==> config.mk <==
export PLATFORM = sky130hd
export DESIGN_NAME = crf_front
export DESIGN_NICKNAME = d
export VERILOG_FILES = /design/src/rtl/crf_pkg.sv /design/src/rtl/crf_front.sv
export SDC_FILE = /design/constraint.sdc
export NUM_CORES = 1
export LEC_CHECK = 0
export ABC_AREA = 0
export BUFFER_PORTS_ARGS = -buffer_cell sky130_fd_sc_hd__buf_2
export CORE_MARGIN = 2
export CORE_UTILIZATION = 46
export DETAILED_ROUTE_END_ITERATION = 7
export PLACE_DENSITY = 0.86
export SYNTH_ARGS = -nofsm -noshare
export SYNTH_HDL_FRONTEND = slang
export SYNTH_SLANG_ARGS = --single-unit
==> constraint.sdc <==
create_clock -name vclk -period 7.2
set_clock_uncertainty 0.2 [all_clocks]
set_input_delay 1.44 -clock vclk [all_inputs]
set_output_delay 1.44 -clock vclk [all_outputs]
set_load 0.02 [all_outputs]
==> src/rtl/crf_pkg.sv <==
// Shared types and constants for the clipped rectangle fill unit.
// No dependencies; imported by every module of the block.
`timescale 1ns / 1ps

package crf_pkg;

  localparam int DEF_COLUMNS = 120;
  localparam int DEF_ROWS    = 60;
  localparam int QUEUE_DEPTH = 2;
  localparam int COORD_W     = 12;

  localparam logic [7:0] CH_SPACE = 8'h20;
  localparam logic [7:0] CH_DOWN  = 8'h76;  // 'v'
  localparam logic [7:0] CH_RIGHT = 8'h3e;  // '>'
  localparam logic [7:0] CH_LEFT  = 8'h3c;  // '<'

  typedef enum logic [1:0] {
    CMD_CLEAR = 2'd0,
    CMD_DRAW  = 2'd1,
    CMD_READ  = 2'd2,
    CMD_NONE  = 2'd3
  } cmd_t;

  typedef enum logic [1:0] {
    OP_CLEAR = 2'd0,
    OP_DRAW  = 2'd1,
    OP_READ  = 2'd2
  } job_op_t;

  typedef struct packed {
    logic [1:0]         cmd;
    logic signed [11:0] rect_x;
    logic signed [11:0] rect_y;
    logic [11:0]        rect_width;
    logic [11:0]        rect_height;
    logic [7:0]         material_code;
  } in_item_t;

  typedef struct packed {
    logic [7:0] cell_code;
    logic       in_range;
  } out_item_t;

  // Classified job as it travels from front end to fill engine.
  typedef struct packed {
    job_op_t            op;
    logic [COORD_W-1:0] col0;
    logic [COORD_W-1:0] col1;
    logic [COORD_W-1:0] row0;
    logic [COORD_W-1:0] row1;
    logic [7:0]         mat;
    logic               ok;
  } job_t;

endpackage

==> src/rtl/crf_front.sv <==
// Front end: decodes a command and clips the rectangle to the screen.
// Depends on crf_pkg. Purely combinational; feeds crf_queue.
`timescale 1ns / 1ps

module crf_front #(
  parameter int SCREEN_COLUMNS = crf_pkg::DEF_COLUMNS,
  parameter int SCREEN_ROWS    = crf_pkg::DEF_ROWS
) (
  input  crf_pkg::in_item_t item,
  output logic              keep,
  output crf_pkg::job_t     job
);
  import crf_pkg::*;

  localparam logic signed [13:0] COLS_S = 14'(SCREEN_COLUMNS);
  localparam logic signed [13:0] ROWS_S = 14'(SCREEN_ROWS);

  logic signed [13:0] x, y, x0, y0, x1, y1, xe, ye;
  logic               empty_rect;
  logic               ok;

  always_comb begin
    x  = 14'(item.rect_x);
    y  = 14'(item.rect_y);
    xe = x + $signed({2'b00, item.rect_width});
    ye = y + $signed({2'b00, item.rect_height});
    x0 = (x < 0) ? 14'sd0 : x;
    y0 = (y < 0) ? 14'sd0 : y;
    x1 = (xe > COLS_S) ? COLS_S : xe;
    y1 = (ye > ROWS_S) ? ROWS_S : ye;
    empty_rect = (x1 <= x0) || (y1 <= y0);
    ok = (x >= 0) && (x < COLS_S) && (y >= 0) && (y < ROWS_S);
  end

  always_comb begin
    keep     = 1'b0;
    job.op   = OP_READ;
    job.col0 = '0;
    job.col1 = '0;
    job.row0 = '0;
    job.row1 = '0;
    job.mat  = item.material_code;
    job.ok   = ok;
    case (cmd_t'(item.cmd))
      CMD_CLEAR: begin
        keep     = 1'b1;
        job.op   = OP_CLEAR;
        job.col1 = COORD_W'(SCREEN_COLUMNS);
        job.row1 = COORD_W'(SCREEN_ROWS);
      end
      CMD_DRAW: begin
        keep     = !empty_rect;
        job.op   = OP_DRAW;
        job.col0 = x0[COORD_W-1:0];
        job.col1 = x1[COORD_W-1:0];
        job.row0 = y0[COORD_W-1:0];
        job.row1 = y1[COORD_W-1:0];
      end
      CMD_READ: begin
        keep   = 1'b1;
        job.op = OP_READ;
        // out-of-range reads point at cell zero; the result is masked anyway
        if (ok) begin
          job.col0 = x[COORD_W-1:0];
          job.row0 = y[COORD_W-1:0];
        end
      end
      default: keep = 1'b0;
    endcase
  end

endmodule

; ---- Yosys cells after proc, flatten, opt, wreduce, memory -nomap -nowiden
; Index checks and enable logic that the tools add are counted.
[op_classes]
n_addsub = 2
n_eq_ne = 2
n_reduce_logical = 7
n_lt_le_gt_ge = 10
muxes = 12
[op_table]
columns = op, count
row1 = 12-bit case mux with 2 select lines, 4
row2 = 14-bit 2-to-1 mux, 4
row3 = 12-bit by 13-bit adder with 14-bit output, 2
row4 = 14-bit <= comparator, 2
row5 = "12-bit by 1-bit >= comparator with 1-bit output, second input constant", 2
row6 = "12-bit by 1-bit less-than comparator with 1-bit output, second input constant", 2
row7 = 12-bit 2-to-1 mux, 2
row8 = "14-bit by 7-bit > comparator with 1-bit output, second input constant", 1
row9 = "14-bit by 8-bit > comparator with 1-bit output, second input constant", 1
row10 = "12-bit by 7-bit less-than comparator with 1-bit output, second input constant", 1
row11 = "12-bit by 8-bit less-than comparator with 1-bit output, second input constant", 1
row12 = 2-bit case mux with 2 select lines, 1
row13 = 1-bit logical AND, 3
row14 = "2-bit by 1-bit == test with 1-bit output, second input constant", 1
row15 = "2-bit == test, second input constant", 1
row16 = 2-bit zero test, 1
row17 = 1-bit case mux with 2 select lines, 1
row18 = 2-bit OR reduction, 1
row19 = 1-bit zero test, 1
row20 = 1-bit logical OR, 1
[totals]
wordCells = 33
output_inout_bits = 60
in_bits = 58
register_bits = 0

; ---- Logic depth before layout (Yosys ltp)
; Gate-level depths: netlist of run 1.
[depth]
depth_word = 7
depth_mapped = 18

; ---- Worst setup path after synthesis of run 1
; Ideal clock, no wire load.
[synth_timing]
kind = input to output
startpoint = input item[8] (netlist bit)
endpoint = output keep
path_slack_ns = 0.807
cell_stages = 18
t_required_ns = 5.560
t_arrival_ns = 4.753
cell_sequence = ha_1 -> inv_1 -> fa_1 -> nor2b_4 -> o311ai_4 -> a21o_1 -> a311oi_4 -> nand2_2 -> o41a_4 -> nor2_1 -> ha_1 -> nor2b_1 -> o21a_1 -> o21a_1 -> o21ai_0 -> a211oi_1 -> o2111ai_1 -> o22ai_1
[synth_between]
elab_chain_len = 7
[synth_rtl]
columns = item, line
row1 = from (decl), crf_front.sv:9  ; input crf_pkg::in_item_t item,
row2 = 12-bit by 13-bit adder with 14-bit output *, crf_front.sv:26  ; ye = y + $signed({2'b00, item.rect_height});
row3 = 14-bit by 7-bit > comparator with 1-bit output, crf_front.sv:30  ; y1 = (ye > ROWS_S) ? ROWS_S : ye;
row4 = 14-bit 2-to-1 mux *, crf_front.sv:30
row5 = 14-bit <= comparator *, crf_front.sv:31  ; empty_rect = (x1 <= x0) || (y1 <= y0);
row6 = 1-bit logical OR *, crf_front.sv:31
row7 = 1-bit zero test *, crf_front.sv:52  ; keep = !empty_rect;
row8 = 1-bit case mux with 2 select lines *, crf_front.sv:44  ; case (cmd_t'(item.cmd))
row9 = to (decl), crf_front.sv:10  ; output logic keep,
; Mark *: on every way between the ends. The rest lies on a longest branch, timed or not.

; ---- Worst setup path in the final report of run 1
[layout_timing]
startpoint = input item[32] (netlist bit)
endpoint = output keep
[layout_between]
elab_chain_len = 7
word_cells_on_any_way = 9
classes_between = 1 x add/sub / 3 x order compare / 3 x mux / 2 x reduce/logical
[layout_rtl]
columns = item, line
row1 = 12-bit by 13-bit adder with 14-bit output, crf_front.sv:26
row2 = 14-bit by 7-bit > comparator with 1-bit output, crf_front.sv:30
row3 = 14-bit 2-to-1 mux, crf_front.sv:30
row4 = 14-bit <= comparator *, crf_front.sv:31
row5 = 1-bit logical OR *, crf_front.sv:31
row6 = 1-bit zero test *, crf_front.sv:52
row7 = 1-bit case mux with 2 select lines *, crf_front.sv:44
; Marks and branches as above.

==> impl_metrics.py, run 1 <==
metrics = {
    "run_status": {
        "run_status": "finished clean",
    },
    "power": {
        "pwr-share-comb_pct": 100.0,
        "p_sw_share_pct": 60.0,
        "power_switching_w": 0.000215,
        "p_leak_nw": 1.73,
        "finalPower_w": 0.000359,
        "pwr-share-clk_pct": 0,
        "p_int_w": 0.000144,
        "pwr-share-seq_pct": 0,
        "peakVddDrop_mv": 0.0582,
        "power_density_mw_per_mm2": 102,
    },
    "global_route": {
        "grt_max_degree": 20,
        "grt_pass1_wl_um": 14300,
        "grt_pass1_vias": 3233,
        "antenna_found_initial": 0,
        "grt-ovfl-total": 0,
        "grt_usage_pct": 23.0,
    },
    "finish": {
        "final_util_pct": 55.2,
        "final_common_cell": "buf_2",
        "final_cell_count_no_fill": 558,
        "area.sequential_um2": 0,
        "clkbuf_count": 0,
        "drive_gt1_share_pct": 28.1,
        "seq_cell_count": 0,
        "num-nets-final": 595,
        "syn_to_final_growth_pct": 15.9,
        "layout_common_cells": "100 x buf_2, 52 x ha_1, 39 x nor2_1",
        "num_antenna_cells": 0,
    },
    "timing": {
        "fin_crit_ns": 6.89,
        "fin_crit_sh_pct": 95.7,
        "hold_violations": 0,
        "rsz0062_at_grt": "no",
        "max-slew-margin-rel_pct": 56.8,
        "worst_pin_slew_ns": 0.639,
        "max_freq_mhz": 145,
        "finalSetupViolCount": 0,
        "finalMaxSlewViolations": 0,
        "tns_ns": 0,
    },
    "routing": {
        "routedWlPerCell_um": 15.5,
        "route.met3.wl_um": 767,
        "dr.pass1.iters": 6,
        "topRoutingLayerUsed": "met4",
        "vias": 3343,
        "wl_met1_um": 3550,
        "drc": 0,
        "drt-initial-drc-count": 134,
        "avgViaCountPerCell": 5.99,
        "ant_nets": 0,
        "routed-wl-met2_um": 4190,
        "routed_wl_um": 8650,
    },
    "critical_path": {
        "cp-start-kind": "primary input",
        "crit_arrival_ns": 5.25,
        "end_kind": "output pin",
        "critPathKind": "in2out",
        "cp.required_ns": 5.56,
        "path_max_fanout": 4,
    },
    "synth": {
        "syn_inst": 400,
        "ys_warn_count": 0,
        "postSynthAreaPerCell_um2": 7.56,
        "netlist_area_mm2": 0.00303,
        "seq_area_frac_synth_pct": 0,
        "synth.distinct_cells": 75,
    },
    "run": {
        "max_cap_viol_count": 0,
    },
    "die": {
        "row_count": 29,
        "die_y_um": 85.1,
        "core_mm2": 0.00635,
        "io_pins": 118,
        "die-area_mm2": 0.00724,
        "initial_core_util_pct": 47.6,
        "die_w_um": 85.1,
    },
    "worst_hold_path": {
        "hp-start": "item[2]",
        "holdCritPathClass": "in2out",
        "min_to": "job[3]",
        "min_path_cells": 0,
    },
    "placed_design": {
        "io_buffers": 100,
        "hpwl_um": 7340,
        "place_congestion": 0.962,
        "dpl.cell_count": 558,
    },
    "clock_network": {
        "hold_buffers": 0,
    },
}
cell usage after synthesis, drive strengths merged (2+ instances only):
cell,instances,area share (%)
o22ai,3,0.62
or2,4,0.91
nand2,24,3.3
xor2,8,2.9
nand3,9,1.5
and3,6,1.2
nor3b,6,1.5
o211ai,6,1.8
o21bai,4,0.99
fa,2,1.3
nand2b,26,5.4
and2,22,4.5
a21oi,26,4.7
nor4,3,0.83
o2111ai,4,1.4
nor2,40,5.0
o31ai,2,0.50
nor3,13,3.2
inv,20,2.5
a2111oi,2,0.62
mux2i,3,0.99
o311ai,7,2.9
nand4,10,2.3
xnor2,11,3.9
o41ai,2,1.4
a211oi,7,2.3
a21o,12,3.0
buf,16,3.8
o21ai,14,2.7
ha,52,22
nor2b,6,1.7
clkbuf,4,0.50
nand4b,2,0.58
a31oi,2,0.91
o21a,8,2.0
how the worst max path moves through the flow:
stage	start	to	slack, ns	cells past startpoint
floorplan	item[8]	keep	0.81	18
global placement	item[32]	keep	0.48	20
detailed placement	item[32]	keep	0.34	20
CTS	item[32]	keep	0.33	20
global route	item[32]	keep	0.04	20
finish	item[32]	keep	0.31	20
critical path, stage by stage:
cell	delay [ns]
buf_2	0.09
ha_1	0.19
inv_1	0.07
fa_1	0.44
nor2b_4	0.17
o311ai_4	0.13
a21boi_1	0.25
xnor2_2	0.18
nand4_2	0.22
o41a_4	0.55
nor2_1	0.11
ha_1	0.24
nor2b_1	0.13
o21a_1	0.16
o21a_1	0.16
o21ai_0	0.16
a211oi_1	0.09
o2111ai_1	0.20
o22ai_1	0.10
buf_2	0.17
through the flow:
step	worst slack (ns)	cell area, um2	hold WS (ns)
global route	0.0445	3510	2.68
detailed placement	0.341	3490	2.68
finish	0.313	3510	2.68
global placement	0.477	3490	2.68
CTS	0.333	3490	2.68
floorplan	0.807	3030	2.79
routing by layer:
metal  vias to the layer above  track usage [%]
li1                       1617                -
met1                      1542             29.6
met2                       170             41.8
met3                        14             2.04
met4                         0             4.47
met5                         -                0
kinds of logic after synthesis:
logic type	after synthesis	synth area share (%)
other	1	0.124
buffers and inverters	41	6.95
AOI/OAI and AO/OA	107	29.1
and+or+nand+nor	175	33.2
muxes	3	0.993
adders and majority gates	54	22.8
xor gates and xnor gates	19	6.87
timing repair:
action / CTS / global route
buffers inserted: 0 / 0
resized for setup: 0 / 1
endpoints found under the setup margin: 0 / 1
area by class of cell:
cell class	instances	area, um2
Fill cell	583	2840
Timing Repair Buffer	100	500
Tap cell	77	96.3
Multi-Input combinational cell	360	2830
Inverter	21	78.8
power groups by stage:
stage / clock network (W) / logic, W / registers (W)
final: 0 / 0.000359 / 0
after global placement: 0 / 0.000340 / 0
after CTS: 0 / 0.000352 / 0
after global routing: 0 / 0.000397 / 0
after floorplan: 0 / 0.000272 / 0
after detailed placement: 0 / 0.000350 / 0
No activity file was read; power rests on OpenSTA's default activity.
==> run 2, diff against run 1 <==
--- a/config.mk
+++ b/config.mk
@@ -9,6 +9,8 @@
 export BUFFER_PORTS_ARGS = -buffer_cell sky130_fd_sc_hd__buf_2
+export CELL_PAD_IN_SITES_DETAIL_PLACEMENT = 1
+export CELL_PAD_IN_SITES_GLOBAL_PLACEMENT = 1
 export CORE_MARGIN = 2
-export CORE_UTILIZATION = 46
+export CORE_UTILIZATION = 37
 export DETAILED_ROUTE_END_ITERATION = 7
-export PLACE_DENSITY = 0.86
+export PLACE_DENSITY = 0.95
 export SYNTH_ARGS = -nofsm -noshare
==> constraint.sdc (replaced) <==
create_clock -name vclk -period 7.2
set_clock_uncertainty 0.2 [all_clocks]
set_input_delay 0 -clock vclk [all_inputs]
set_output_delay 0 -clock vclk [all_outputs]
set_load 0.02 [all_outputs]
==> run 2 against run 1 <==
Via count increased by 0.27%. First-iteration DRC count is 52% lower. Global-route usage shrank 1.1 points. Design area up 2.9%. Worst hold slack worse by 2.5 ns. Clock-buffer cell count is the same. Maximum frequency is 68% higher. Total power increased by 4.2%. Critical path depth decreased by 1. Critical path type unchanged. Critical endpoint unchanged.
==> impl_metrics.py, run 2 (same netlist as run 1, synthesis figures left out) <==
metrics = {
    "timing": {
        "finalMaxSlewViolations": 0,
        "fin_crit_ns": 4.10,
        "rsz0062_at_grt": "no",
        "fin_crit_sh_pct": 56.9,
        "worst_slack_ns": 3.10,
        "max_freq_mhz": 244,
        "hold_violations": 0,
        "worst_pin_slew_ns": 0.817,
        "tns_ns": 0,
        "finalSetupViolCount": 0,
        "max-slew-margin-rel_pct": 45.4,
    },
    "critical_path": {
        "max_stage_delay_ns": 0.47,
        "cp_common_cell": "o21ai_0",
        "end_kind": "output pin",
        "path_max_fanout": 8,
        "worstPathCellList": "buf_2 -> ha_1 -> inv_1 -> fa_1 -> nor2b_4 -> o311ai_0 -> a21oi_1 -> xnor2_1 -> o2111ai_1 -> o21ai_4 -> nand2_1 -> ha_1 -> a2111oi_0 -> o21ai_0 -> o21ai_0 -> o21ai_0 -> o2111ai_1 -> o22ai_1 -> buf_2",
        "critPathKind": "in2out",
        "cp-start-kind": "primary input",
        "slowest_stage": "a2111oi_0",
        "cp.required_ns": 7.00,
        "crit_arrival_ns": 3.90,
    },
    "worst_hold_path": {
        "holdCritPathClass": "in2out",
        "min_path_cells": 3,
        "min_to": "job[21]",
        "hp-start": "item[32]",
    },
    "global_route": {
        "grt-ovfl-total": 0,
        "grt_max_degree": 20,
        "antenna_found_initial": 0,
        "grt_pass1_vias": 3516,
        "grt_pass1_wl_um": 16200,
        "grt_usage_pct": 21.9,
    },
    "routing": {
        "drc": 0,
        "avgViaCountPerCell": 5.67,
        "routedWlPerCell_um": 17.1,
        "ant_nets": 0,
        "vias": 3352,
        "routed_wl_um": 10100,
        "drt-initial-drc-count": 64,
        "dr.pass1.iters": 4,
    },
    "die": {
        "initial_core_util_pct": 38.8,
        "core_mm2": 0.00781,
        "die-area_mm2": 0.00892,
        "row_count": 32,
        "io_pins": 118,
        "die_w_um": 94.4,
        "die_y_um": 94.4,
    },
    "finish": {
        "drive_gt1_share_pct": 27.6,
        "final_util_pct": 46.2,
        "clkbuf_count": 0,
        "num-nets-final": 603,
        "num_antenna_cells": 0,
        "seq_cell_count": 0,
        "final_common_cell": "buf_2",
        "finish.instance_area_mm2": 0.00361,
        "layout_common_cells": "100 x buf_2, 52 x ha_1, 39 x nor2_1",
        "syn_to_final_growth_pct": 19.2,
        "area.sequential_um2": 0,
    },
    "placed_design": {
        "place_congestion": 0.951,
        "hpwl_um": 8750,
        "io_buffers": 100,
        "dp_slack_ns": 3.17,
        "dpl_cell_area_mm2": 0.00353,
    },
    "power": {
        "power_switching_w": 0.000227,
        "pwr-share-clk_pct": 0,
        "peakVddDrop_mv": 0.0433,
        "p_leak_nw": 1.75,
        "p_sw_share_pct": 60.7,
        "power_density_mw_per_mm2": 104,
        "pwr-share-seq_pct": 0,
        "p_int_w": 0.000147,
        "pwr-share-comb_pct": 100.0,
    },
    "run_status": {
        "run_status": "finished clean",
    },
    "run": {
        "max_cap_viol_count": 0,
    },
    "clock_network": {
        "cts_resized": 0,
        "post-cts-setup-buffers": 0,
        "hold_buffers": 8,
    },
}
## run 2: changes by cell type in the layout (fill, tap and decap cells not counted), sizes merged
cell / change
dlygate4sd3: +8
## run 2: routing by layer
metal	GRT usage, %	share of wire, %	vias to the layer above
met4	3.74	0.94	0
met3	1.12	4.8	6
met2	43.1	52	99
met5	0	0	-
li1	-	-	1637
met1	26.4	42	1610
## run 2: cell type report
| type | count | area (um2) |
|---|---|---|
| Multi-Input combinational cell | 360 | 2820 |
| Fill cell | 1024 | 4200 |
| Timing Repair Buffer | 108 | 581 |
| Tap cell | 102 | 128 |
| Inverter | 21 | 78.8 |
## run 2: how the worst max path moves through the flow
stage	from	to	slack (ns)
after CTS	item[44]	keep	3.14
final	item[44]	keep	3.10
after global routing	item[44]	keep	2.87
after global placement	item[32]	keep	3.37
after floorplan	item[8]	keep	3.69
after detailed placement	item[44]	keep	3.17
## run 2: critical path: cells and delay by family
kind	cells	cell delay, ns
simple gates	2	0.27
compound gates	10	2.11
fa+ha+maj	3	0.97
xor+xnor	1	0.22
buf+inv	3	0.33
## run 2: stage by stage
step	hold slack [ns]	total power (W)	instances
2_1_floorplan	-0.0874	0.000272	401
3_3_place_gp	-0.200	0.000344	583
3_5_place_dp	-0.200	0.000364	583
4_1_cts	0.157	0.000372	591
5_1_grt	0.174	0.000411	591
6_report	0.150	0.000374	591
## run 2: power groups by stage
stage                     sequential, W  clock, W  combinational (W)
after detailed placement              0         0           0.000364
after global placement                0         0           0.000344
after CTS                             0         0           0.000372
after global routing                  0         0           0.000411
after floorplan                       0         0           0.000272
final                                 0         0           0.000374
