### config.mk
export PLATFORM = sky130hd
export DESIGN_NAME = crf_queue
export DESIGN_NICKNAME = d
export VERILOG_FILES = /design/src/rtl/crf_pkg.sv /design/src/rtl/crf_queue.sv
export SDC_FILE = /design/constraint.sdc
export NUM_CORES = 1
export LEC_CHECK = 0
export ABC_CLOCK_PERIOD_IN_PS = 7200
export BUFFER_PORTS_ARGS = -buffer_cell sky130_fd_sc_hd__buf_2
export CAP_MARGIN = 30
export CORE_UTILIZATION = 50
export DETAILED_ROUTE_END_ITERATION = 6
export GPL_TIMING_DRIVEN = 0
export PLACE_DENSITY = 0.77
export SLEW_MARGIN = 15
export SYNTH_ARGS = -nofsm -noshare
export SYNTH_HDL_FRONTEND = slang
export SYNTH_SLANG_ARGS = --single-unit
### constraint.sdc
create_clock -name clk -period 7.2 [get_ports clk]
set_input_delay 0.72 -clock clk [delete_from_list [all_inputs] [get_ports clk]]
set_output_delay 0.72 -clock clk [all_outputs]
set_load 0.01 [all_outputs]
### src/rtl/crf_pkg.sv
// Shared types and constants for the clipped rectangle fill unit.
// No dependencies; imported by every module of the block.
`timescale 1ns / 1ps

package crf_pkg;

  localparam int DEF_COLUMNS = 120;
  localparam int DEF_ROWS    = 60;
  localparam int QUEUE_DEPTH = 2;
  localparam int COORD_W     = 12;

  localparam logic [7:0] CH_SPACE = 8'h20;
  localparam logic [7:0] CH_DOWN  = 8'h76;  // 'v'
  localparam logic [7:0] CH_RIGHT = 8'h3e;  // '>'
  localparam logic [7:0] CH_LEFT  = 8'h3c;  // '<'

  typedef enum logic [1:0] {
    CMD_CLEAR = 2'd0,
    CMD_DRAW  = 2'd1,
    CMD_READ  = 2'd2,
    CMD_NONE  = 2'd3
  } cmd_t;

  typedef enum logic [1:0] {
    OP_CLEAR = 2'd0,
    OP_DRAW  = 2'd1,
    OP_READ  = 2'd2
  } job_op_t;

  typedef struct packed {
    logic [1:0]         cmd;
    logic signed [11:0] rect_x;
    logic signed [11:0] rect_y;
    logic [11:0]        rect_width;
    logic [11:0]        rect_height;
    logic [7:0]         material_code;
  } in_item_t;

  typedef struct packed {
    logic [7:0] cell_code;
    logic       in_range;
  } out_item_t;

  // Classified job as it travels from front end to fill engine.
  typedef struct packed {
    job_op_t            op;
    logic [COORD_W-1:0] col0;
    logic [COORD_W-1:0] col1;
    logic [COORD_W-1:0] row0;
    logic [COORD_W-1:0] row1;
    logic [7:0]         mat;
    logic               ok;
  } job_t;

endpackage

### src/rtl/crf_queue.sv
// Short job queue between the front end and the fill engine.
// Depends on crf_pkg for the job type.
`timescale 1ns / 1ps

module crf_queue #(
  parameter int DEPTH = crf_pkg::QUEUE_DEPTH
) (
  input  logic          clk,
  input  logic          rst_n,
  input  logic          push,
  input  crf_pkg::job_t push_job,
  input  logic          pop,
  output crf_pkg::job_t pop_job,
  output logic          full,
  output logic          empty
);
  import crf_pkg::*;

  localparam int PW = $clog2(DEPTH);
  localparam int CW = $clog2(DEPTH + 1);

  job_t          slot_r [DEPTH];
  logic [PW-1:0] wr_ptr_r, wr_ptr_nxt;
  logic [PW-1:0] rd_ptr_r, rd_ptr_nxt;
  logic [CW-1:0] count_r, count_nxt;

  assign full    = (count_r == CW'(DEPTH));
  assign empty   = (count_r == '0);
  assign pop_job = slot_r[rd_ptr_r];

  always_comb begin
    wr_ptr_nxt = wr_ptr_r;
    rd_ptr_nxt = rd_ptr_r;
    count_nxt  = count_r;
    if (push && !full) begin
      wr_ptr_nxt = (wr_ptr_r == PW'(DEPTH - 1)) ? '0 : wr_ptr_r + 1'b1;
    end
    if (pop && !empty) begin
      rd_ptr_nxt = (rd_ptr_r == PW'(DEPTH - 1)) ? '0 : rd_ptr_r + 1'b1;
    end
    if ((push && !full) && !(pop && !empty)) begin
      count_nxt = count_r + 1'b1;
    end else if (!(push && !full) && (pop && !empty)) begin
      count_nxt = count_r - 1'b1;
    end
  end

  always_ff @(posedge clk) begin
    if (!rst_n) begin
      wr_ptr_r <= '0;
      rd_ptr_r <= '0;
      count_r  <= '0;
    end else begin
      wr_ptr_r <= wr_ptr_nxt;
      rd_ptr_r <= rd_ptr_nxt;
      count_r  <= count_nxt;
    end
  end

  always_ff @(posedge clk) begin
    if (push && !full) begin
      slot_r[wr_ptr_r] <= push_job;
    end
  end

endmodule

# After elaboration in Yosys (flattened, before gate mapping)
# Memory sizes are Yosys's and may differ from the RTL's. A register that Yosys moved wholly into a read port is not among the register bits.
# Index checks and enable logic that the tools add are counted.
[op_classes]
addsub = 4
eq_ne = 1
n_mux = 8
reduce_logical = 10
[op_table]
columns = ["op", "count"]
rows = [
  ["two-way mux 1 bit", 6],
  ["logical AND 1 bit", 4],
  ["zero test 1 bit", 4],
  ["two-way mux 2 bit", 2],
  ["adder 1 bit, second input constant", 2],
  ["adder 2 x 1 -> 2 bit, second input constant", 1],
  ["equality test 2 bit, second input constant", 1],
  ["zero test 2 bit", 1],
  ["nonzero test 2 bit", 1],
  ["subtractor 2 x 1 -> 2 bit, second input constant", 1],
]
[word_totals]
regBits = 4
mem_bits_rw = 118
inputBits = 63
output_inout_bits = 61
elab_cells = 27
mem_count = 1
[mem_list]
columns = ["memory", "depth", "width", "rd", "rd_clocked_by_memory_dff", "write_ports", "line", "rtl"]
rows = [
  ["slot_r", 2, 59, 1, 1, 1, "crf_queue.sv:22", "job_t slot_r [DEPTH];"],
]

# Logic depth before layout (Yosys ltp)
# Gate-level depths: netlist of the first run.
[depth]
depth_word = 7
mapped_depth = 7
depth_no_buf = 7

# Worst setup path after synthesis of the first run
# OpenSTA, ideal clock, no wires.
[synth_timing]
path_kind = "in2reg"
from = "input port push"
to = "memory slot_r[0][0] (netlist name), enable pin"
setup_time_ns = 0.467
t_arrival_ns = 3.119
required_time_ns = 6.733
slack_ns = 3.615
stages = 2
path_buffers = 0
cell_sequence = "inv_1 > nor3_2"
[synth_between]
elab_chain_len = 3
[synth_lines]
columns = ["element", "line", "rtl"]
rows = [
  ["start, declared", "crf_queue.sv:10", "input logic push,"],
  ["logical AND 1 bit", "crf_queue.sv:61", "if (push && !full) begin"],
  ["two-way mux 1 bit", "crf_queue.sv:61", ""],
  ["two-way mux 1 bit (implied by the code)", "crf_queue.sv:62", "slot_r[wr_ptr_r] <= push_job;"],
  ["end, declared", "crf_queue.sv:22", ""],
]
# No other way between the ends.

==> impl_metrics.yaml, run 1 <==
run_status:
  status: "finished, final reports clean"
floorplanning:
  die_y_um: 97.2
  core_region_area_mm2: 0.00876
  row_count: 34
  ios: 124
  initial_core_util_pct: 51.7
  die_w_um: 97.2
  fp.dieArea_mm2: 0.00944
hold_path:
  hold_path.class: "in -> reg"
  min_from: "push_job[13]"
  min_to: "slot_r[0][13]"
  hold_depth: 1
sta:
  tightest_slew_ps: 871
  hold_violations: 0
  max_freq_ghz: 0.404
  maxSlewHeadroom_pct: 41.7
  tns_ps: 0
  rsz0062_at_grt: "false"
  fin_crit_sh_pct: 34.4
  whs_ps: 405
  fin_ws_ps: 4730
  timing.final.crit_period_ps: 2470
  skew_ps: 7.44
  finalSetupViolations: 0
  slew_viol_final: 0
critical_path:
  cp_slowest_stage_delay_ps: 310
  r2r_cells: 4
  crit_arrival_ps: 1750
  startpoint_type: "flop"
  crit_fanout: 10
  reg2reg_from: "count_r[0]"
  end_kind: "output port"
  crit_type: "reg -> out"
  cp.required_ps: 6480
  r2r-end: "slot_r[0][48]"
  critPathSlowestCell: "mux2_4"
  cp_cell_sequence: "buf_2 -> buf_6 -> buf_6 -> mux2_4 -> buf_2"
  cp_top_family: "buffers and inverters"
  r2r_slack_ps: 5250
  path_buf_inv: 4
logic_synthesis:
  synthCells: 209
  netlist_area_mm2: 0.00453
  syn_nets: 273
  synth.distinct_cells: 22
  ys_seq_elements: 123
  yosysSeqAreaShare_pct: 80.5
  postSynthAreaPerCell_um2: 21.7
  yosysWarnings: 0
power:
  p_per_area_mw_per_mm2: 383
  comb_power_share_pct: 23.2
  netSwitchingPower_w: 0.000589
  power.share.clock_pct: 36.2
  p_leak_nw: 2.29
  share_seq_of_total_power_pct: 40.7
  intPower_w: 0.00169
  ir_drop_v: 0.000206
  switching_share_pct: 25.9
  p_total_w: 0.00228
layout:
  final_net_count: 419
  nFillCells: 606
  fin_util_pct: 67.9
  antenna-diode-count: 0
  mostFrequentLayoutCell: "buf_2"
  final_cell_mix: "buf_2, edfxtp_1, mux2_2, clkbuf_16, mux2_4"
  area_growth_syn_to_layout_pct: 31.5
  drive_gt1_share_pct: 61.1
cts:
  cts_buffers: 17
  clkTransAtPathRegs_ps: 60
  postCtsHoldBufs: 0
  post_cts_buffers: 0
  cts.htree.levels: 4
  cts.path.max_buffers: 2
  clock_latency_ps: 500
  cts-root-buf: "clkbuf_8"
  cts_tree: "done"
  post_cts_resize_count: 0
  cts_sinks: 123
placement:
  port_buffers: 123
  dp_slack_ps: 4970
  dp_hpwl_um: 4980
  place_congestion: 0.648
global_routing:
  grt_max_degree: 37
  grt_pass1_vias: 2503
  antenna_found_initial: 0
  overflow: 0
  grt_pass1_wl_um: 12000
  gr-usage-all-layers_pct: 17.2
route:
  post_drt_wl_per_cell_um: 16.0
  vias: 2394
  drt_iter0_markers: 54
  route.detailed.drc: 0
  wl_um: 7640
  drtPass1Iterations: 4
  via_per_inst: 5.03
  ant_nets: 0
flow_run:
  cap_viol_max_count: 0
## worst reg2reg max path: stages, from the launching register on
cell	delay [ps]
dfxtp_1	420
nand2b_1	200
inv_2	70
nor3_4	670
buf_8	270
## worst max path at each step
stage / to / startpoint / cells past startpoint
2_1_floorplan: slot_r[0][0] / push / 2
3_3_place_gp: slot_r[0][33] / push / 3
3_5_place_dp: slot_r[0][33] / push / 4
4_1_cts: pop_job[32] / flop / 5
5_1_grt: pop_job[29] / flop / 5
6_report: pop_job[32] / flop / 5
## power by group through the flow
stage	Sequential [W]	Combinational (W)	Clock (W)
final	0.000926	0.000528	0.000824
after floorplan	0.000939	0.000334	0
after detailed placement	0.000940	0.000536	0
after CTS	0.000927	0.000540	0.000839
after global placement	0.000946	0.000501	0
after global routing	0.000935	0.000569	0.000869
## final cells by class
type                    instances  area, um^2  area share [%]
multi-input cells              77         840            14.1
well taps                     108         135            2.27
flip-flops and latches        123        3640            61.2
clock buffers                  17         414            6.96
plain buffers                   7        47.5           0.799
repair buffers                127         693            11.6
inverters                       2        7.51           0.126
clock inverters                15         173            2.90
## synthesized netlist by cell type (all sizes together)
master,number,area [um^2]
mux2,59,702
a21boi,2,15.0
or3,1,6.26
and3,1,6.26
nor3,1,10.0
buf,7,47.5
xor2,1,8.76
edfxtp,118,3540
nor2,2,7.51
and2,3,18.8
xnor2,2,17.5
o21ai,2,10.0
ha,1,12.5
nand2b,1,6.26
dfxtp,5,100
inv,2,7.50
o21a,1,7.51
## metal layers
layer	routed length, um	track usage [%]	vias to the layer above
met5	0	0	-
met4	66	7.00	0
met3	474	6.33	8
met2	3980	29.1	90
met1	3120	19.8	1177
li1	-	-	1119
## cells by family after synthesis
kind of cell,synth area share [%]
AO/OA/AOI/OAI,0.719
multiplexers,15.5
flip-flops,80.5
adder cells (fa/ha/maj),0.276
buffers and inverters,1.22
AND/OR/NAND/NOR,1.22
XOR/XNOR,0.581
## sequential cells by signal, summed over array words and instances, names as in the netlist, named ones only
register	flops
slot_r	118
rd_ptr_r	1
count_r	2
wr_ptr_r	1
## per-stage QoR
| stage | cells | instance area (um^2) |
|---|---|---|
| after floorplan | 209 | 4530 |
| after global placement | 440 | 5280 |
| after detailed placement | 444 | 5370 |
| after CTS | 476 | 5950 |
| after global routing | 476 | 5950 |
| final | 476 | 5950 |
Power figures use the tool's default switching activity.
==> run 2: changes to the inputs <==
--- a/config.mk
+++ b/config.mk
@@ -5,7 +5,7 @@
 export SDC_FILE = /design/constraint.sdc
 export NUM_CORES = 1
 export LEC_CHECK = 0
-export ABC_CLOCK_PERIOD_IN_PS = 7200
+export ABC_CLOCK_PERIOD_IN_PS = 2300
 export BUFFER_PORTS_ARGS = -buffer_cell sky130_fd_sc_hd__buf_2
 export CAP_MARGIN = 30
 export CORE_UTILIZATION = 50
==> constraint.sdc (replaced) <==
create_clock -name clk -period 2.3 [get_ports clk]
set_input_delay 0.23 -clock clk [delete_from_list [all_inputs] [get_ports clk]]
set_output_delay 0.23 -clock clk [all_outputs]
set_load 0.01 [all_outputs]
==> impl_metrics.yaml, run 2 (same netlist as run 1, synthesis figures left out) <==
sta:
  timing.final.crit_period_ps: 1970
  max_freq_ghz: 0.508
  slew_viol_final: 0
  skew_ps: 8.41
  fin_crit_sh_pct: 85.6
  whs_ps: 122
  hold_violations: 0
  maxSlewHeadroom_pct: 44.1
  finalSetupViolations: 0
  fin_ws_ps: 331
  rsz0062_at_grt: "false"
  tightest_slew_ps: 838
global_routing:
  grt_pass1_vias: 2876
  grt_max_degree: 60
  gr-usage-all-layers_pct: 19.0
  overflow: 0
  grt_pass1_wl_um: 13500
  antenna_found_initial: 0
layout:
  nFillCells: 535
  mostFrequentLayoutCell: "buf_2"
  seqCellArea_mm2: 0.00364
  area_growth_syn_to_layout_pct: 44.9
  top_register: "slot_r"
  stdcell_count: 536
  drive_gt1_share_pct: 52.8
  antenna-diode-count: 0
  reg_top3: "slot_r (118), count_r (2)"
  final_net_count: 479
  multi_input_area_um2: 847
  final_cell_mix: "buf_2, edfxtp_1, dlygate4sd3_1, mux2_2, clkbuf_16"
  final_cell_area_mm2: 0.00656
  largest_register_ffs: 118
placement:
  dp_hpwl_um: 4910
  place_area_mm2: 0.00539
  port_buffers: 123
  place_congestion: 0.640
  dp_slack_ps: 508
  dp.cells: 444
critical_path:
  cp.required_ps: 2070
  end_kind: "output port"
  crit_fanout: 10
  reg2reg_from: "count_r[0]"
  startpoint_type: "flop"
  crit_arrival_ps: 1740
  crit_type: "reg -> out"
power:
  ir_drop_v: 0.000742
  p_per_area_mw_per_mm2: 1100
  p_total_w: 0.00721
  p_leak_nw: 2.55
run_status:
  status: "finished, final reports clean"
cts:
  cts_sinks: 123
  post_cts_resize_count: 0
  cts.htree.levels: 4
  clkTransAtPathRegs_ps: 60
  cts_buffers: 17
  cts-root-buf: "clkbuf_8"
  cts_tree: "done"
  clock_latency_ps: 500
  cts.path.max_buffers: 2
route:
  vias: 2616
  drtPass1Iterations: 5
  drt_iter0_markers: 76
  route.detailed.drc: 0
  via_per_inst: 4.88
  ant_nets: 0
  post_drt_wl_per_cell_um: 15.7
  wl_um: 8400
flow_run:
  cap_viol_max_count: 0
hold_path:
  min_from: "push"
  hold_path.class: "in -> reg"
floorplanning:
  die_y_um: 97.2
  row_count: 34
  fp.dieArea_mm2: 0.00944
  core_region_area_mm2: 0.00876
  die_w_um: 97.2
  ios: 124
  initial_core_util_pct: 51.7
==> run 2: cell types whose count changed in the layout (fill, tap and decap cells not counted), moves of 2 or more <==
cell	before	now
dlygate4sd3_1	0	60
clkinv_2	1	4
inv_6	3	0
clkbuf_1	0	2
clkinvlp_4	3	1
==> run 2: report_power, final <==
| part | internal [W] | switching (W) | total (W) |
|---|---|---|---|
| Combinational | 0.000918 | 0.000860 | 0.00178 |
| Clock | 0.00164 | 0.000892 | 0.00253 |
| Sequential | 0.00282 | 0.0000871 | 0.00291 |
| Total | 0.00537 | 0.00184 | 0.00721 |
==> run 2: worst max-delay path, cell delays in order (launching register included) <==
cell     delay (ps)
dfxtp_1         300
buf_2           140
buf_6           160
buf_6           190
mux2_4          310
buf_2           140
==> run 2: metrics by stage <==
step | setup TNS, ps | utilization (%)
after detailed placement | 0 | 61.5
after floorplan | -7730 | -
after CTS | 0 | 74.8
after global routing | 0 | 74.8
after global placement | -53770 | 60.4
final | 0 | 74.8
==> run 2: timing repair <==
item                                   4_1_cts  5_1_grt
hold buffers                                60        0
endpoints found under the hold margin      122        0
buffers inserted                             0        0
setup endpoints to repair                    0        0
==> run 2: area by class of cell <==
cell class / count / area share, %
plain buffers: 7 / 0.725
inverters: 2 / 0.153
multi-input cells: 77 / 12.9
repair buffers: 187 / 19.8
flip-flops and latches: 123 / 55.6
clock inverters: 13 / 2.31
well taps: 108 / 2.06
clock buffers: 19 / 6.43
==> run 2: final timing paths <==
kind                  endpoint  slack [ps]  cells past startpoint
setup / recovery   pop_job[36]         330                      5
hold / removal        wr_ptr_r         120                      3
setup reg to reg  slot_r[0][6]         540                      5
hold reg to reg     count_r[1]         560                      2
==> run 2: per-layer routing <==
layer / vias to the layer above / part of all wire, % / GRT usage, %
met4: 0 / 1.0 / 7.92
li1: 1241 / - / -
met1: 1270 / 41 / 22.2
met2: 95 / 52 / 32.4
met3: 10 / 6.0 / 6.19
met5: - / 0 / 0
==> run 3: changes to the inputs <==
==> constraint.sdc (replaced) <==
create_clock -name clk -period 2.3 [get_ports clk]
set_input_delay 0.23 -clock clk [delete_from_list [all_inputs] [get_ports clk]]
set_output_delay 0.23 -clock clk [all_outputs]
set_load 0.1 [all_outputs]
==> impl_metrics.yaml, run 3 (same netlist as run 1, synthesis figures left out) <==
run_status:
  status: "finished, final reports clean"
route:
  vias: 2610
  post_drt_wl_per_cell_um: 16.3
  wl_um: 8700
  ant_nets: 0
  route.detailed.drc: 0
  drtPass1Iterations: 4
  drt_iter0_markers: 120
  via_per_inst: 4.88
power:
  p_per_area_mw_per_mm2: 1480
  share_seq_of_total_power_pct: 30.1
  power.share.clock_pct: 26.8
  ir_drop_v: 0.000924
  intPower_w: 0.00535
  netSwitchingPower_w: 0.00431
  switching_share_pct: 44.6
  p_total_w: 0.00967
  comb_power_share_pct: 43.1
  p_leak_nw: 2.53
floorplanning:
  die_y_um: 97.2
  fp.dieArea_mm2: 0.00944
  core_region_area_mm2: 0.00876
  die_w_um: 97.2
  initial_core_util_pct: 51.7
  row_count: 34
  ios: 124
sta:
  finalSetupViolations: 0
  maxSlewHeadroom_pct: 44.7
  rsz0062_at_grt: "false"
  timing.final.crit_period_ps: 2160
  fin_crit_sh_pct: 93.9
  whs_ps: 128
  skew_ps: 5.81
  tightest_slew_ps: 830
  fin_ws_ps: 141
  hold_violations: 0
  slew_viol_final: 0
  max_freq_ghz: 0.463
critical_path:
  end_kind: "output port"
  cp.required_ps: 2070
  cp_slowest_stage_delay_ps: 380
  cp_top_family: "buffers and inverters"
  cp_cell_sequence: "buf_2 -> buf_2 -> mux2_2 -> buf_2"
  critPathSlowestCell: "mux2_2"
  crit_arrival_ps: 1930
  crit_fanout: 10
  cpMostUsedCell: "buf_2"
  path_buf_inv: 3
  crit_type: "reg -> out"
  startpoint_type: "flop"
global_routing:
  grt_pass1_wl_um: 13600
  grt_max_degree: 60
  antenna_found_initial: 0
  gr-usage-all-layers_pct: 19.2
  grt_pass1_vias: 2812
  overflow: 0
layout:
  final_net_count: 478
  multi_input_area_um2: 847
  drive_gt1_share_pct: 53.2
  reg_top3: "slot_r (118), count_r (2)"
  antenna-diode-count: 0
  final_cell_mix: "buf_2, edfxtp_1, dlygate4sd3_1, mux2_2, clkbuf_16"
  mostFrequentLayoutCell: "buf_2"
  area_growth_syn_to_layout_pct: 44.4
  largest_register_ffs: 118
  seqCellArea_mm2: 0.00364
  fin_util_pct: 74.6
  top_register: "slot_r"
  final_cell_area_mm2: 0.00654
  nFillCells: 556
placement:
  dp_hpwl_um: 5060
  place_area_mm2: 0.00535
  dp_slack_ps: 288
  place_congestion: 0.671
  port_buffers: 123
flow_run:
  cap_viol_max_count: 0
hold_path:
  hold_path.class: "in -> reg"
cts:
  cts.htree.levels: 4
  clkTransAtPathRegs_ps: 60
  clock_latency_ps: 490
  cts_buffers: 17
  cts-root-buf: "clkbuf_8"
  cts.path.max_buffers: 2
  cts_tree: "done"
  post_cts_buffers: 0
  cts_sinks: 123
## run 3: changes by cell type in the layout (fill, tap and decap cells not counted), moves of 2 or more
| cell | delta |
|---|---|
| buf_16 | -2 |
| inv_6 | +2 |
| clkinvlp_4 | +2 |
| clkinv_2 | -2 |
## run 3: power groups by stage
stage | Clock (W) | Sequential [W] | Combinational (W)
floorplan | 0 | 0.00293 | 0.00352
global placement | 0 | 0.00295 | 0.00402
detailed placement | 0 | 0.00295 | 0.00410
CTS | 0.00263 | 0.00291 | 0.00419
global route | 0.00273 | 0.00293 | 0.00430
finish | 0.00259 | 0.00291 | 0.00417
## run 3: routing by layer
metal	track usage [%]	vias to the layer above	wire, um
li1	-	1232	-
met4	6.08	0	40
met1	20.9	1278	3410
met5	0	-	0
met2	34.9	94	4750
met3	6.62	6	502
## run 3: area by class of cell
class	instances	share of cell area (%)
Clock inverter	14	2.60
Multi-Input combinational cell	77	13.0
Inverter	2	0.230
Buffer	7	0.727
Tap cell	108	2.07
Timing Repair Buffer	186	19.3
Sequential cell	123	55.7
Clock buffer	18	6.39
## run 3: path summary, 6_finish.rpt
check	endpoint	start	slack, ps	depth (start not counted)
min reg2reg	count_r[1]	count_r[1]	580	2
min	wr_ptr_r	push	130	3
max	pop_job[25]	flop	140	4
max reg2reg	slot_r[0][29]	count_r[0]	320	5
## run 3: per-stage QoR
| stage | instances | TNS, ps |
|---|---|---|
| after floorplan | 209 | -12350 |
| after global placement | 440 | -51670 |
| after detailed placement | 443 | 0 |
| after CTS | 535 | 0 |
| after global routing | 535 | 0 |
| final | 535 | 0 |
## run 3: repair_timing
item,in CTS,in global routing
resized for setup,0,0
setup endpoints to repair,0,0
endpoints found under the hold margin,120,0
hold buffers,60,0
## run 3: worst reg2reg max path, cell delays in order, from the launching register on
cell and delay, ps:
dfxtp_2 380, nand2b_4 180, inv_8 40, nor3_4 610, buf_8 260, buf_8 200
